<file path="src/rtl/cnc_status_line_decoder_macros.svh">
// Assertion helpers used by the decoder core.
`ifndef CNC_STATUS_LINE_DECODER_MACROS_SVH
`define CNC_STATUS_LINE_DECODER_MACROS_SVH

// Same-cycle implication, sampled on i_clk, off while in reset.
`define CSLD_IMPLY(lbl, ante, cons, msg) \
    lbl: assert property (@(posedge i_clk) disable iff (!i_rst_n) (ante) |-> (cons)) \
        else $error(msg);

// Next-cycle implication, sampled on i_clk, off while in reset.
`define CSLD_NEXT(lbl, ante, cons, msg) \
    lbl: assert property (@(posedge i_clk) disable iff (!i_rst_n) (ante) |=> (cons)) \
        else $error(msg);

`endif

</file>
<file path="src/rtl/csld_pkg.sv">
// ----------------------------------------------------------------------------
// csld_pkg
// Shared types, character codes and tag tables for the status line decoder.
// ----------------------------------------------------------------------------
package csld_pkg;

    localparam int AXES    = 3;
    localparam int INT_W   = 34;
    localparam int TDATA_W = 328;

    localparam logic [7:0] CH_TAB   = 8'h09;
    localparam logic [7:0] CH_LF    = 8'h0A;
    localparam logic [7:0] CH_VT    = 8'h0B;
    localparam logic [7:0] CH_FF    = 8'h0C;
    localparam logic [7:0] CH_CR    = 8'h0D;
    localparam logic [7:0] CH_SP    = 8'h20;
    localparam logic [7:0] CH_PLUS  = 8'h2B;
    localparam logic [7:0] CH_COMMA = 8'h2C;
    localparam logic [7:0] CH_MINUS = 8'h2D;
    localparam logic [7:0] CH_DOT   = 8'h2E;
    localparam logic [7:0] CH_0     = 8'h30;
    localparam logic [7:0] CH_9     = 8'h39;
    localparam logic [7:0] CH_LT    = 8'h3C;
    localparam logic [7:0] CH_GT    = 8'h3E;
    localparam logic [7:0] CH_BAR   = 8'h7C;

    // parser phases
    localparam logic [2:0] PH_START     = 3'd0;
    localparam logic [2:0] PH_TAG       = 3'd1;
    localparam logic [2:0] PH_SKIP      = 3'd2;
    localparam logic [2:0] PH_VALUE     = 3'd3;
    localparam logic [2:0] PH_TEXT      = 3'd4;
    localparam logic [2:0] PH_TEXT_DONE = 3'd5;

    // line kinds
    localparam logic [2:0] KIND_STATUS = 3'd0;
    localparam logic [2:0] KIND_ALARM  = 3'd1;
    localparam logic [2:0] KIND_ERROR  = 3'd2;
    localparam logic [2:0] KIND_MSG    = 3'd3;
    localparam logic [2:0] KIND_OTHER  = 3'd4;
    localparam logic [2:0] KIND_BAD    = 3'd5;

    // value token kinds
    localparam logic [1:0] VK_MPOS = 2'd0;
    localparam logic [1:0] VK_WPOS = 2'd1;
    localparam logic [1:0] VK_WCO  = 2'd2;
    localparam logic [1:0] VK_FS   = 2'd3;

    localparam logic [63:0] WORD_BOOT  = 64'h424F4F5400000000;
    localparam logic [63:0] WORD_ALARM = 64'h414C41524D000000;
    localparam logic [63:0] WORD_ERROR = 64'h4552524F52000000;

    typedef struct packed {
        logic       neg;
        logic       dot;
        logic       stop;
        logic       started;
        logic       rnd;
        logic       r5;
        logic [1:0] fd;
    } t_numfl;

    typedef struct packed {
        logic [3:0] mask;
        logic       hit;
        logic [1:0] idx;
    } t_match;

    typedef struct packed {
        logic [2:0]             kind;
        logic [63:0]            status;
        logic [AXES-1:0][31:0]  mach;
        logic [AXES-1:0][31:0]  work;
        logic [31:0]            feed;
        logic [31:0]            spin;
        logic                   spin_on;
    } t_result;

    // pattern text, right justified; txt selects the line-start table
    function automatic logic [39:0] pat_str(logic txt, logic [1:0] k);
        case ({txt, k})
            3'b000:  pat_str = "MPos:";
            3'b001:  pat_str = "WPos:";
            3'b010:  pat_str = "WCO:";
            3'b011:  pat_str = "FS:";
            3'b100:  pat_str = "ALARM";
            3'b101:  pat_str = "error";
            3'b110:  pat_str = "[MSG:";
            default: pat_str = '0;
        endcase
    endfunction

    function automatic logic [3:0] pat_len(logic txt, logic [1:0] k);
        case ({txt, k})
            3'b010:  pat_len = 4'd4;
            3'b011:  pat_len = 4'd3;
            3'b111:  pat_len = 4'd0;
            default: pat_len = 4'd5;
        endcase
    endfunction

    // one step of the prefix match over all live candidates
    function automatic t_match pat_match(logic txt, logic [3:0] mask, logic [3:0] pos,
                                         logic [7:0] c);
        t_match     m;
        logic [3:0] len;
        logic [5:0] sh;
        logic [39:0] s;
        m = '0;
        m.mask = mask;
        for (int i = 0; i < 4; i++) begin
            len = pat_len(txt, 2'(i));
            s   = pat_str(txt, 2'(i));
            sh  = 6'((len - 4'd1 - pos) << 3);
            if (mask[i]) begin
                if (pos < len && s[sh +: 8] == c) begin
                    if (pos + 4'd1 == len) begin
                        m.hit = 1'b1;
                        m.idx = 2'(i);
                    end
                end else begin
                    m.mask[i] = 1'b0;
                end
            end
        end
        return m;
    endfunction

endpackage

</file>
<file path="src/rtl/cnc_status_line_decoder.sv">
// Path: a line feed byte passes from the input register through the parser into the result register on m_axis.
// Throughput: one byte per cycle, set by the single-pass parser between the input and
// result registers; a byte that ends a line waits only while the result register is full.
// Reset: synchronous, active low; parser at line start, positions, feed and speed zero,
// status word BOOT, both stream registers empty.
// ----------------------------------------------------------------------------
// cnc_status_line_decoder
// Decodes status, alarm, error and message lines from a motion controller serial link.
// ----------------------------------------------------------------------------
module cnc_status_line_decoder #(
    parameter int POSITION_WIDTH = 32
) (
    input  logic                         i_clk,
    input  logic                         i_rst_n,
    input  logic                         s_axis_tvalid,
    output logic                         s_axis_tready,
    input  logic [7:0]                   s_axis_tdata,   // [7:0] rx_byte
    output logic                         m_axis_tvalid,
    input  logic                         m_axis_tready,
    // status_text, mach_x, mach_y, mach_z, work_x, work_y, work_z,
    // feed_rate, spindle_rpm, spindle_on, zero pad
    output logic [csld_pkg::TDATA_W-1:0] m_axis_tdata,
    output logic [2:0]                   m_axis_tuser    // [2:0] line_kind
);

    logic              in_valid;
    logic [7:0]        in_byte;
    logic              take;
    logic              fire;
    logic              out_free;
    csld_pkg::t_result res;

    csld_in_reg u_in (
        .i_clk         (i_clk),
        .i_rst_n       (i_rst_n),
        .s_axis_tvalid (s_axis_tvalid),
        .s_axis_tready (s_axis_tready),
        .s_axis_tdata  (s_axis_tdata),
        .i_take        (take),
        .o_valid       (in_valid),
        .o_byte        (in_byte)
    );

    csld_core #(
        .POSITION_WIDTH (POSITION_WIDTH)
    ) u_core (
        .i_clk      (i_clk),
        .i_rst_n    (i_rst_n),
        .i_valid    (in_valid),
        .i_byte     (in_byte),
        .i_out_free (out_free),
        .o_take     (take),
        .o_fire     (fire),
        .o_res      (res)
    );

    csld_out_reg u_out (
        .i_clk         (i_clk),
        .i_rst_n       (i_rst_n),
        .i_load        (fire),
        .i_res         (res),
        .o_free        (out_free),
        .m_axis_tvalid (m_axis_tvalid),
        .m_axis_tready (m_axis_tready),
        .m_axis_tdata  (m_axis_tdata),
        .m_axis_tuser  (m_axis_tuser)
    );

endmodule

</file>
<file path="src/rtl/csld_in_reg.sv">
// ----------------------------------------------------------------------------
// csld_in_reg
// Input register for received bytes.
// ----------------------------------------------------------------------------
module csld_in_reg (
    input  logic       i_clk,
    input  logic       i_rst_n,
    input  logic       s_axis_tvalid,
    output logic       s_axis_tready,
    input  logic [7:0] s_axis_tdata,   // [7:0] rx_byte
    input  logic       i_take,
    output logic       o_valid,
    output logic [7:0] o_byte
);

    logic       r_valid;
    logic [7:0] r_byte;

    assign s_axis_tready = !r_valid || i_take;
    assign o_valid       = r_valid;
    assign o_byte        = r_byte;

    always_ff @(posedge i_clk) begin
        if (!i_rst_n) begin
            r_valid <= 1'b0;
        end else if (s_axis_tvalid && s_axis_tready) begin
            r_valid <= 1'b1;
        end else if (i_take) begin
            r_valid <= 1'b0;
        end
    end

    always_ff @(posedge i_clk) begin
        if (s_axis_tvalid && s_axis_tready) begin
            r_byte <= s_axis_tdata;
        end
    end

endmodule

</file>
<file path="src/rtl/csld_core.sv">
// ----------------------------------------------------------------------------
// csld_core
// Per-byte line parser: tag matching, number accumulation, report commit.
// ----------------------------------------------------------------------------
`include "cnc_status_line_decoder_macros.svh"

module csld_core #(
    parameter int POSITION_WIDTH = 32
) (
    input  logic              i_clk,
    input  logic              i_rst_n,
    input  logic              i_valid,
    input  logic [7:0]        i_byte,
    input  logic              i_out_free,
    output logic              o_take,
    output logic              o_fire,
    output csld_pkg::t_result o_res
);

    localparam int PW = POSITION_WIDTH;
    localparam int AW = PW + 1;
    localparam int NP = 3 * csld_pkg::AXES;
    localparam logic [AW-1:0] MILLI_MAX = {AW{1'b1}};
    localparam logic [AW:0]   MAG_LIM   = (AW+1)'(1) << (PW - 1);
    localparam logic [csld_pkg::INT_W-1:0] INT_MAX = {csld_pkg::INT_W{1'b1}};
    localparam logic signed [PW-1:0] POS_MAX = {1'b0, {(PW-1){1'b1}}};
    localparam logic signed [PW-1:0] POS_MIN = {1'b1, {(PW-1){1'b0}}};

    logic [2:0]   r_phase, n_phase;
    logic         r_name_open, n_name_open;
    logic [63:0]  r_pstat, n_pstat;
    logic [3:0]   r_scount, n_scount;
    logic [3:0]   r_mask, n_mask;
    logic [3:0]   r_mpos, n_mpos;
    logic [1:0]   r_vkind, n_vkind;
    logic [3:0]   r_vidx, n_vidx;
    logic [2:0]   r_tkind, n_tkind;
    logic         r_close, n_close;
    logic [2:0]   r_seen, n_seen;
    logic [AW-1:0] r_milli, n_milli;
    logic [csld_pkg::INT_W-1:0] r_int, n_int;
    csld_pkg::t_numfl r_fl, n_fl;
    logic signed [PW-1:0] r_ppos [NP];
    logic signed [PW-1:0] n_ppos [NP];
    logic signed [31:0] r_pfeed, n_pfeed, r_pspin, n_pspin;
    logic signed [PW-1:0] r_mach [csld_pkg::AXES];
    logic signed [PW-1:0] n_mach [csld_pkg::AXES];
    logic signed [PW-1:0] r_work [csld_pkg::AXES];
    logic signed [PW-1:0] n_work [csld_pkg::AXES];
    logic [63:0]  r_status, n_status;
    logic signed [31:0] r_feed, n_feed, r_spin, n_spin;

    logic         needs_out;
    logic         take;
    logic [2:0]   res_kind;

    function automatic logic signed [PW-1:0] fin_coord(logic [AW-1:0] m,
                                                       csld_pkg::t_numfl f);
        logic [AW:0] mag;
        mag = (AW+1)'(m) + (AW+1)'(f.rnd);
        if (f.neg) begin
            return (mag > MAG_LIM) ? POS_MIN : PW'(-mag);
        end
        return (mag > MAG_LIM - (AW+1)'(1)) ? POS_MAX : PW'(mag);
    endfunction

    function automatic logic signed [31:0] fin_fs(logic [csld_pkg::INT_W-1:0] w,
                                                  csld_pkg::t_numfl f);
        logic [csld_pkg::INT_W:0] whole;
        whole = (csld_pkg::INT_W+1)'(w) + (csld_pkg::INT_W+1)'(f.r5);
        if (f.neg) begin
            return (whole > (csld_pkg::INT_W+1)'(64'h80000000)) ? 32'h80000000
                                                                : 32'(-whole);
        end
        return (whole > (csld_pkg::INT_W+1)'(64'h7FFFFFFF)) ? 32'h7FFFFFFF : whole[31:0];
    endfunction

    function automatic logic signed [PW-1:0] sat_sub(logic signed [PW-1:0] a,
                                                     logic signed [PW-1:0] b);
        logic [PW:0] diff;
        diff = {a[PW-1], a} - {b[PW-1], b};
        if (diff[PW] != diff[PW-1]) begin
            return diff[PW] ? POS_MIN : POS_MAX;
        end
        return diff[PW-1:0];
    endfunction

    always_comb begin
        logic [7:0]        c;
        csld_pkg::t_match  mt;
        logic [3:0]        d;
        logic [6:0]        w;
        logic [AW+4:0]     mm;
        logic [AW:0]       mf;
        logic [csld_pkg::INT_W+3:0] ii;
        logic              do_fin;
        logic              do_commit;
        logic [AW-1:0]     f_milli;
        logic [csld_pkg::INT_W-1:0] f_int;
        csld_pkg::t_numfl  f_fl;
        logic [1:0]        f_vkind;
        logic [3:0]        f_vidx;
        logic [3:0]        ci;

        n_phase = r_phase;  n_name_open = r_name_open;  n_pstat = r_pstat;
        n_scount = r_scount; n_mask = r_mask; n_mpos = r_mpos; n_vkind = r_vkind;
        n_vidx = r_vidx; n_tkind = r_tkind; n_close = r_close; n_seen = r_seen;
        n_milli = r_milli; n_int = r_int; n_fl = r_fl; n_ppos = r_ppos;
        n_pfeed = r_pfeed; n_pspin = r_pspin; n_mach = r_mach; n_work = r_work;
        n_status = r_status; n_feed = r_feed; n_spin = r_spin;

        c = i_byte; mt = '0; d = '0; w = '0; mm = '0; mf = '0; ii = '0;
        do_fin = 1'b0; do_commit = 1'b0; ci = '0;
        f_milli = r_milli; f_int = r_int; f_fl = r_fl; f_vkind = r_vkind; f_vidx = r_vidx;
        res_kind = csld_pkg::KIND_OTHER;

        needs_out = (i_byte == csld_pkg::CH_LF) && (r_phase != csld_pkg::PH_START);
        take      = i_valid && (!needs_out || i_out_free);

        if (take && c != csld_pkg::CH_CR) begin
            if (c != csld_pkg::CH_LF) begin
                if (r_phase == csld_pkg::PH_START && c == csld_pkg::CH_LT) begin
                    n_name_open = 1'b1;
                    n_pstat     = '0;
                    n_scount    = '0;
                    n_seen      = '0;
                    for (int j = 0; j < NP; j++) n_ppos[j] = '0;
                    n_pfeed = r_feed;
                    n_pspin = r_spin;
                    n_close = 1'b0;
                    n_phase = csld_pkg::PH_TAG;
                    n_mask  = 4'hF;
                    n_mpos  = '0;
                end else begin
                    if (r_phase == csld_pkg::PH_START) begin
                        n_phase = csld_pkg::PH_TEXT;
                        n_tkind = csld_pkg::KIND_OTHER;
                        n_mask  = 4'b0111;
                        n_mpos  = '0;
                    end
                    if (n_phase == csld_pkg::PH_TEXT) begin
                        mt = csld_pkg::pat_match(1'b1, n_mask, n_mpos, c);
                        n_mask = mt.mask;
                        if (n_mpos < 4'd8) n_mpos = n_mpos + 4'd1;
                        if (mt.hit) begin
                            n_tkind = 3'(mt.idx) + 3'd1;
                            n_phase = csld_pkg::PH_TEXT_DONE;
                        end else if (mt.mask == '0) begin
                            n_tkind = csld_pkg::KIND_OTHER;
                            n_phase = csld_pkg::PH_TEXT_DONE;
                        end
                    end else if (n_phase != csld_pkg::PH_TEXT_DONE) begin
                        // a held '>' turned out not to close the line
                        if (r_close) begin
                            n_close = 1'b0;
                            if (n_name_open && n_scount < 4'd8) begin
                                n_pstat[(3'd7 - n_scount[2:0]) * 8 +: 8] = csld_pkg::CH_GT;
                                n_scount = n_scount + 4'd1;
                            end
                            if (n_phase == csld_pkg::PH_TAG) begin
                                n_phase = csld_pkg::PH_SKIP;
                                n_mask  = '0;
                                if (n_mpos < 4'd8) n_mpos = n_mpos + 4'd1;
                            end else if (n_phase == csld_pkg::PH_VALUE) begin
                                n_fl.stop = 1'b1;
                            end
                        end
                        if (c == csld_pkg::CH_GT) begin
                            n_close = 1'b1;
                        end else begin
                            if (n_name_open) begin
                                if (c == csld_pkg::CH_BAR) begin
                                    n_name_open = 1'b0;
                                end else if (n_scount < 4'd8) begin
                                    n_pstat[(3'd7 - n_scount[2:0]) * 8 +: 8] = c;
                                    n_scount = n_scount + 4'd1;
                                end
                            end
                            unique case (n_phase)
                                csld_pkg::PH_TAG: begin
                                    if (c == csld_pkg::CH_BAR) begin
                                        n_mask = 4'hF;
                                        n_mpos = '0;
                                    end else begin
                                        mt = csld_pkg::pat_match(1'b0, n_mask, n_mpos, c);
                                        n_mask = mt.mask;
                                        if (n_mpos < 4'd8) n_mpos = n_mpos + 4'd1;
                                        if (mt.hit) begin
                                            if (mt.idx != csld_pkg::VK_FS) begin
                                                n_seen[mt.idx] = 1'b1;
                                            end else begin
                                                n_pfeed = '0;
                                                n_pspin = '0;
                                            end
                                            for (int j = 0; j < NP; j++) begin
                                                if ((j / csld_pkg::AXES) == int'(mt.idx)) begin
                                                    n_ppos[j] = '0;
                                                end
                                            end
                                            n_vkind = mt.idx;
                                            n_vidx  = '0;
                                            n_milli = '0;
                                            n_int   = '0;
                                            n_fl    = '0;
                                            n_phase = csld_pkg::PH_VALUE;
                                        end else if (mt.mask == '0) begin
                                            n_phase = csld_pkg::PH_SKIP;
                                        end
                                    end
                                end
                                csld_pkg::PH_SKIP: begin
                                    if (c == csld_pkg::CH_BAR) begin
                                        n_phase = csld_pkg::PH_TAG;
                                        n_mask  = 4'hF;
                                        n_mpos  = '0;
                                    end
                                end
                                csld_pkg::PH_VALUE: begin
                                    if (c == csld_pkg::CH_COMMA || c == csld_pkg::CH_BAR) begin
                                        do_fin  = 1'b1;
                                        f_milli = n_milli;
                                        f_int   = n_int;
                                        f_fl    = n_fl;
                                        f_vkind = n_vkind;
                                        f_vidx  = n_vidx;
                                        n_milli = '0;
                                        n_int   = '0;
                                        n_fl    = '0;
                                        if (c == csld_pkg::CH_COMMA) begin
                                            if (n_vidx != 4'd15) n_vidx = n_vidx + 4'd1;
                                        end else begin
                                            n_phase = csld_pkg::PH_TAG;
                                            n_mask  = 4'hF;
                                            n_mpos  = '0;
                                        end
                                    end else if (!n_fl.stop) begin
                                        if (c >= csld_pkg::CH_0 && c <= csld_pkg::CH_9) begin
                                            d = c[3:0];
                                            n_fl.started = 1'b1;
                                            if (n_fl.dot) begin
                                                if (n_fl.fd != 2'd3) begin
                                                    w = (n_fl.fd == 2'd0) ? 7'd100 :
                                                        (n_fl.fd == 2'd1) ? 7'd10 : 7'd1;
                                                    mf = (AW+1)'(n_milli) +
                                                         (AW+1)'(d) * (AW+1)'(w);
                                                    n_milli = (mf > (AW+1)'(MILLI_MAX)) ?
                                                              MILLI_MAX : mf[AW-1:0];
                                                    if (n_fl.fd == 2'd0) n_fl.r5 = (d >= 4'd5);
                                                    n_fl.fd = n_fl.fd + 2'd1;
                                                end else begin
                                                    if (d >= 4'd5) n_fl.rnd = 1'b1;
                                                    n_fl.stop = 1'b1;
                                                end
                                            end else begin
                                                mm = (AW+5)'(n_milli) * (AW+5)'(10) +
                                                     (AW+5)'(d) * (AW+5)'(1000);
                                                n_milli = (mm > (AW+5)'(MILLI_MAX)) ?
                                                          MILLI_MAX : mm[AW-1:0];
                                                ii = (csld_pkg::INT_W+4)'(n_int) *
                                                     (csld_pkg::INT_W+4)'(10) +
                                                     (csld_pkg::INT_W+4)'(d);
                                                n_int = (ii > (csld_pkg::INT_W+4)'(INT_MAX)) ?
                                                        INT_MAX : ii[csld_pkg::INT_W-1:0];
                                            end
                                        end else if (!n_fl.started &&
                                                     (c == csld_pkg::CH_SP ||
                                                      c == csld_pkg::CH_TAB ||
                                                      c == csld_pkg::CH_VT ||
                                                      c == csld_pkg::CH_FF)) begin
                                            n_fl.stop = 1'b0; // leading blank
                                        end else if (!n_fl.started &&
                                                     (c == csld_pkg::CH_PLUS ||
                                                      c == csld_pkg::CH_MINUS)) begin
                                            n_fl.started = 1'b1;
                                            if (c == csld_pkg::CH_MINUS) n_fl.neg = 1'b1;
                                        end else if (c == csld_pkg::CH_DOT && !n_fl.dot) begin
                                            n_fl.dot     = 1'b1;
                                            n_fl.started = 1'b1;
                                        end else begin
                                            n_fl.stop = 1'b1;
                                        end
                                    end
                                end
                                default: ;
                            endcase
                        end
                    end
                end
            end else if (r_phase != csld_pkg::PH_START) begin
                if (r_phase == csld_pkg::PH_TEXT || r_phase == csld_pkg::PH_TEXT_DONE) begin
                    res_kind = r_tkind;
                    if (r_tkind == csld_pkg::KIND_ALARM) n_status = csld_pkg::WORD_ALARM;
                    if (r_tkind == csld_pkg::KIND_ERROR) n_status = csld_pkg::WORD_ERROR;
                end else if (r_close) begin
                    res_kind  = csld_pkg::KIND_STATUS;
                    do_commit = 1'b1;
                    do_fin    = (r_phase == csld_pkg::PH_VALUE);
                end else begin
                    res_kind = csld_pkg::KIND_BAD;
                end
                n_phase = csld_pkg::PH_START;
                n_close = 1'b0;
            end
        end

        // close out the value that was being read
        if (do_fin) begin
            if (f_vkind != csld_pkg::VK_FS) begin
                ci = 4'(f_vkind) * 4'd3 + f_vidx;
                if (f_vidx < 4'd3) begin
                    for (int j = 0; j < NP; j++) begin
                        if (ci == 4'(j)) n_ppos[j] = fin_coord(f_milli, f_fl);
                    end
                end
            end else if (f_vidx == 4'd0) begin
                n_pfeed = fin_fs(f_int, f_fl);
            end else if (f_vidx == 4'd1) begin
                n_pspin = fin_fs(f_int, f_fl);
            end
        end

        if (do_commit) begin
            for (int i = 0; i < csld_pkg::AXES; i++) begin
                if (n_seen[0]) n_mach[i] = n_ppos[i];
            end
            for (int i = 0; i < csld_pkg::AXES; i++) begin
                if (n_seen[1]) begin
                    n_work[i] = n_ppos[csld_pkg::AXES + i];
                end else if (n_seen[0]) begin
                    n_work[i] = sat_sub(n_mach[i],
                                        n_seen[2] ? n_ppos[2*csld_pkg::AXES + i] : '0);
                end
            end
            n_feed   = n_pfeed;
            n_spin   = n_pspin;
            n_status = n_pstat;
        end

        o_res.kind   = res_kind;
        o_res.status = n_status;
        for (int i = 0; i < csld_pkg::AXES; i++) begin
            o_res.mach[i] = 32'(n_mach[i]);
            o_res.work[i] = 32'(n_work[i]);
        end
        o_res.feed    = n_feed;
        o_res.spin    = n_spin;
        o_res.spin_on = (n_spin > 32'sd0);
    end

    assign o_take = take;
    assign o_fire = take && needs_out;

    always_ff @(posedge i_clk) begin
        if (!i_rst_n) begin
            r_phase <= csld_pkg::PH_START;  r_name_open <= 1'b0;  r_pstat <= '0;
            r_scount <= '0;  r_mask <= '0;  r_mpos <= '0;  r_vkind <= '0;  r_vidx <= '0;
            r_tkind <= csld_pkg::KIND_OTHER;  r_close <= 1'b0;  r_seen <= '0;
            r_milli <= '0;  r_int <= '0;  r_fl <= '0;
            for (int j = 0; j < NP; j++) r_ppos[j] <= '0;
            r_pfeed <= '0;  r_pspin <= '0;
            for (int i = 0; i < csld_pkg::AXES; i++) begin
                r_mach[i] <= '0;
                r_work[i] <= '0;
            end
            r_status <= csld_pkg::WORD_BOOT;  r_feed <= '0;  r_spin <= '0;
        end else if (take) begin
            r_phase <= n_phase;  r_name_open <= n_name_open;  r_pstat <= n_pstat;
            r_scount <= n_scount;  r_mask <= n_mask;  r_mpos <= n_mpos;
            r_vkind <= n_vkind;  r_vidx <= n_vidx;  r_tkind <= n_tkind;
            r_close <= n_close;  r_seen <= n_seen;
            r_milli <= n_milli;  r_int <= n_int;  r_fl <= n_fl;
            r_ppos <= n_ppos;  r_pfeed <= n_pfeed;  r_pspin <= n_pspin;
            r_mach <= n_mach;  r_work <= n_work;
            r_status <= n_status;  r_feed <= n_feed;  r_spin <= n_spin;
        end
    end

    `CSLD_IMPLY(a_fire_on_lf, o_fire, i_byte == csld_pkg::CH_LF, "result without line feed")
    `CSLD_IMPLY(a_alarm_word, o_fire && o_res.kind == csld_pkg::KIND_ALARM, o_res.status == csld_pkg::WORD_ALARM, "alarm line without alarm word")
    `CSLD_NEXT(a_back_to_start, o_fire, r_phase == csld_pkg::PH_START, "parser not at line start after result")

endmodule

</file>
<file path="src/rtl/csld_out_reg.sv">
// ----------------------------------------------------------------------------
// csld_out_reg
// Result register and stream packing.
// ----------------------------------------------------------------------------
module csld_out_reg (
    input  logic                         i_clk,
    input  logic                         i_rst_n,
    input  logic                         i_load,
    input  csld_pkg::t_result            i_res,
    output logic                         o_free,
    output logic                         m_axis_tvalid,
    input  logic                         m_axis_tready,
    // status_text, mach_x, mach_y, mach_z, work_x, work_y, work_z,
    // feed_rate, spindle_rpm, spindle_on, zero pad
    output logic [csld_pkg::TDATA_W-1:0] m_axis_tdata,
    output logic [2:0]                   m_axis_tuser   // [2:0] line_kind
);

    logic              r_valid;
    csld_pkg::t_result r_res;

    assign o_free        = !r_valid || m_axis_tready;
    assign m_axis_tvalid = r_valid;
    assign m_axis_tuser  = r_res.kind;
    assign m_axis_tdata  = {7'd0, r_res.spin_on, r_res.spin, r_res.feed,
                            r_res.work[2], r_res.work[1], r_res.work[0],
                            r_res.mach[2], r_res.mach[1], r_res.mach[0], r_res.status};

    always_ff @(posedge i_clk) begin
        if (!i_rst_n) begin
            r_valid <= 1'b0;
        end else if (i_load) begin
            r_valid <= 1'b1;
        end else if (m_axis_tready) begin
            r_valid <= 1'b0;
        end
    end

    always_ff @(posedge i_clk) begin
        if (i_load) begin
            r_res <= i_res;
        end
    end

endmodule

</file>
<file path="config.mk">
export PLATFORM = sky130hd
export DESIGN_NAME = cnc_status_line_decoder
export DESIGN_NICKNAME = d
export VERILOG_FILES = /design/src/rtl/csld_pkg.sv /design/src/rtl/cnc_status_line_decoder.sv /design/src/rtl/csld_in_reg.sv /design/src/rtl/csld_core.sv /design/src/rtl/csld_out_reg.sv
export VERILOG_INCLUDE_DIRS = /design/src /design/src/rtl
export SDC_FILE = /design/constraint.sdc
export NUM_CORES = 2
export LEC_CHECK = 0
export BUFFER_PORTS_ARGS = -buffer_cell sky130_fd_sc_hd__buf_2
export CORE_MARGIN = 3
export CORE_UTILIZATION = 40
export DETAILED_ROUTE_END_ITERATION = 8
export PLACE_DENSITY = 0.65
export SLEW_MARGIN = 20
export SYNTH_ARGS = -nofsm -noshare
export SYNTH_HDL_FRONTEND = slang
export SYNTH_SLANG_ARGS = --single-unit
</file>
<file path="constraint.sdc">
create_clock -name i_clk -period 29.6 [get_ports i_clk]
set_clock_uncertainty 0.15 [all_clocks]
set_input_delay 4.44 -clock i_clk [delete_from_list [all_inputs] [get_ports i_clk]]
set_output_delay 4.44 -clock i_clk [all_outputs]
set_load 0.02 [all_outputs]
</file>
==> flow_summary.ini <==
[floorplanning]
chipWidth_um = 409
pin_count = 345
core_um2 = 161000
std_cell_rows = 147
floorplan.initialDensity = 0.404
dieArea_um2 = 167000
die_h_um = 409

[setup_path]
crit_buf_inv = 5
path_depth = 44
crit_path_end = u_core.r_work[17]
rrSetupSlack_ps = 17390
max_stage_delay_ps = 810
critPathMaxFanout = 187
critPathRequiredTime_ps = 30100
reg2reg_from = u_core.r_phase[2]
cpMaxStageDelayCell = dfxtp_1
path_class = reg2reg
r2r_cells = 44
r2r-end = u_core.r_work[17]
crit_arrival_ps = 12700
startpoint = u_core.r_phase[2]
path_delay_family = compound AO/OA/AOI/OAI gates
startpoint_type = register
end_kind = register

[clock_network]
cts_max_level = 3
post_cts_resized = 0
cts_tree = done
cts_setup_buffers = 0
cts_sinks = 1174
cts_root_buffer = clkbuf_16
cts-buffers-inserted = 119
clk_pin_slew_worst_paths_ps = 60
postCtsHoldBufs = 0
clk_latency_ps = 760
cts_buffer_depth = 3

[timing]
fin_crit_sh = 0.412
setup_violations = 0
layout_setup_ws_ps = 17390
worstMarginPinSlew_ps = 1350
period_minus_slack_ps = 12210
maxSlewViolCount = 0
max-slew-margin-rel = 0.0943
fmax_ghz = 0.0819
hold_viol_final = 0
rsz0062_at_grt = false
fin_tns_setup_ps = 0

[cells_and_area]
area_delta_synth_final_pct = 12.4
fillers = 15489
multi_input_area_um2 = 35800
nets = 7971
regArea_um2 = 26800
drive_gt1_frac = 0.106

[global_route]
grt-ovfl-total = 0
grtUsageMet1 = 0.352
top_usage_layer = met2
track_usage = 0.258
grt_pass1_wl_um = 338000
first_global_vias = 53942
grt_use_met2 = 0.404
grt_antenna_before_repair = 30
grtUsageMet3 = 0.0582
grt_max_degree = 264

[placed_design]
dp_worst_setup_slack_ps = 16950
hpwl_um = 158000
gp_congestion = 0.915
portBuffers = 337

[synthesis]
synth-seq-cells = 1174
synth_cells = 7507
ys_seq_area_frac = 0.413
syn_area_per_cell_um2 = 8.66
ys_types = 107
synth-warning-count = 0
synthesis.area_um2 = 65000
async_reset_ff_frac = 0
ys.flop_type = dfxtp_1
synth-edff-count = 332

[power_and_ir_drop]
finalPower_mw = 3.44
pwr_density_cell_nw_per_um2 = 47.1
ir_worst_vdd_uv = 46.3
p_leak_nw = 27.9

[hold_path]
holdCritPathClass = reg2reg

[routing]
antenna_left = 0
vias = 58169
drt_iter0_markers = 6012
remaining_drc_errors = 0
wire_per_inst_um = 22.9
finalWirelength_um = 226000
first_pass_iters = 6
vias_per_cell = 5.89

[flow_run]
maxCapViolCount = 0

[status]
outcome = finished, final reports clean
## layer usage
metal / vias up / part of all wire
li1: 27235 / -
met3: 338 / 0.087
met1: 28358 / 0.44
met5: - / 0.00018
met2: 2232 / 0.45
met4: 6 / 0.029
## cells in the final DEF, fill, tap and decap left out, drive strengths merged, types with 55 or more instances in the layout
cell type	instances
a211oi	64
a21o	117
a21oi	536
a221oi	66
a31oi	172
and2	529
and3	62
buf	464
clkbuf	147
dfxtp	842
edfxtp	332
ha	322
inv	181
nand2	627
nand2b	55
nand3	265
nor2	813
nor2b	68
nor3	147
nor4	57
o21a	62
o21ai	510
o22ai	70
xnor2	179
xor2	119
## registers in the layout (all words and copies together), names as in the netlist, 2 cells and up
| name | flops |
|---|---|
| u_core.r_feed | 32 |
| u_core.r_fl | 8 |
| u_core.r_int | 34 |
| u_core.r_mach | 96 |
| u_core.r_mask | 4 |
| u_core.r_milli | 33 |
| u_core.r_mpos | 4 |
| u_core.r_pfeed | 32 |
| u_core.r_phase | 3 |
| u_core.r_ppos | 288 |
| u_core.r_pspin | 32 |
| u_core.r_pstat | 64 |
| u_core.r_scount | 4 |
| u_core.r_seen | 3 |
| u_core.r_spin | 32 |
| u_core.r_status | 64 |
| u_core.r_tkind | 3 |
| u_core.r_vidx | 4 |
| u_core.r_vkind | 2 |
| u_core.r_work | 96 |
| u_in.o_byte | 8 |
| u_out.m_axis_tdata | 321 |
| u_out.m_axis_tuser | 3 |
## power by group
group / leakage, nW / switching [mW] / total, mW / internal, mW
Sequential: 9.43 / 0.00490 / 1.65 / 1.64
Combinational: 16.4 / 0.0934 / 0.135 / 0.0420
Clock: 2.07 / 0.691 / 1.65 / 0.963
Total: 27.9 / 0.789 / 3.44 / 2.65
## final cells by class
cell class,count,share of cell area
Antenna cell,6,0.000206
Inverter,180,0.00946
Timing Repair Buffer,464,0.0366
Sequential cell,1174,0.367
Clock buffer,147,0.0441
Clock inverter,79,0.0149
Multi-Input combinational cell,5668,0.490
Tap cell,2160,0.0370
## how the worst min path moves through the flow
stage                     slack [ps]            endpoint  depth (start not counted)                from
after floorplan                  280  u_core.r_ppos[161]                          2  u_core.r_ppos[161]
after global placement           290  u_core.r_ppos[174]                          2  u_core.r_ppos[174]
after detailed placement         300  u_core.r_ppos[174]                          2  u_core.r_ppos[174]
after CTS                        310  u_core.r_ppos[174]                          2  u_core.r_ppos[174]
after global routing             340  u_core.r_ppos[161]                          2  u_core.r_ppos[161]
final                            310  u_core.r_ppos[174]                          2  u_core.r_ppos[174]
## synth_stat cells (30+ instances only)
library cell | number | area share
a22o_1 | 39 | 0.0053
or2_2 | 36 | 0.0035
and3_1 | 62 | 0.0060
o21ai_0 | 497 | 0.038
o21a_1 | 62 | 0.0072
o22ai_1 | 70 | 0.0067
a22oi_1 | 33 | 0.0038
dfxtp_1 | 842 | 0.26
nor2_1 | 811 | 0.047
nor2b_1 | 68 | 0.0065
buf_1 | 31 | 0.0018
xnor2_1 | 179 | 0.024
a221oi_1 | 66 | 0.0089
o31ai_1 | 31 | 0.0036
fa_1 | 30 | 0.0092
a21o_1 | 117 | 0.014
a221o_1 | 39 | 0.0060
ha_1 | 322 | 0.062
buf_2 | 33 | 0.0025
a21oi_1 | 533 | 0.041
clkbuf_1 | 415 | 0.024
edfxtp_1 | 332 | 0.15
nand3_1 | 265 | 0.020
a211oi_1 | 62 | 0.0072
and2_1 | 529 | 0.051
nand2b_1 | 55 | 0.0053
inv_1 | 174 | 0.010
nand4_1 | 54 | 0.0052
xor2_1 | 119 | 0.016
nor4_1 | 52 | 0.0050
a31oi_1 | 171 | 0.016
nand2_1 | 627 | 0.036
or3_1 | 46 | 0.0044
nor3_1 | 141 | 0.011
## metrics by stage
step	hold WS (ps)	util	cells	instance area, um^2
final	306	0.454	9878	73000
after global routing	338	0.454	9873	73000
after CTS	310	0.454	9872	73000
after detailed placement	301	0.427	9646	68700
after global placement	290	0.427	9646	68700
after floorplan	282	-	7513	65000
## cell families after synthesis
| family | count (synthesis) | synth area share |
|---|---|---|
| adders and majority gates | 352 | 0.0712 |
| AOI/OAI and AO/OA | 2075 | 0.207 |
| other | 1 | 0.0000577 |
| xor gates and xnor gates | 298 | 0.0402 |
| DFF | 1174 | 0.413 |
| buffers and inverters | 671 | 0.0403 |
| and+or+nand+nor | 2892 | 0.221 |
| muxes | 44 | 0.00708 |
## worst min-delay path, cell delays in order, from the launching register on
cell     delay (ps)
dfxtp_1         300
nand2_1          60
a21oi_1          50
Note: power is estimated with default switching activity, not from simulation.
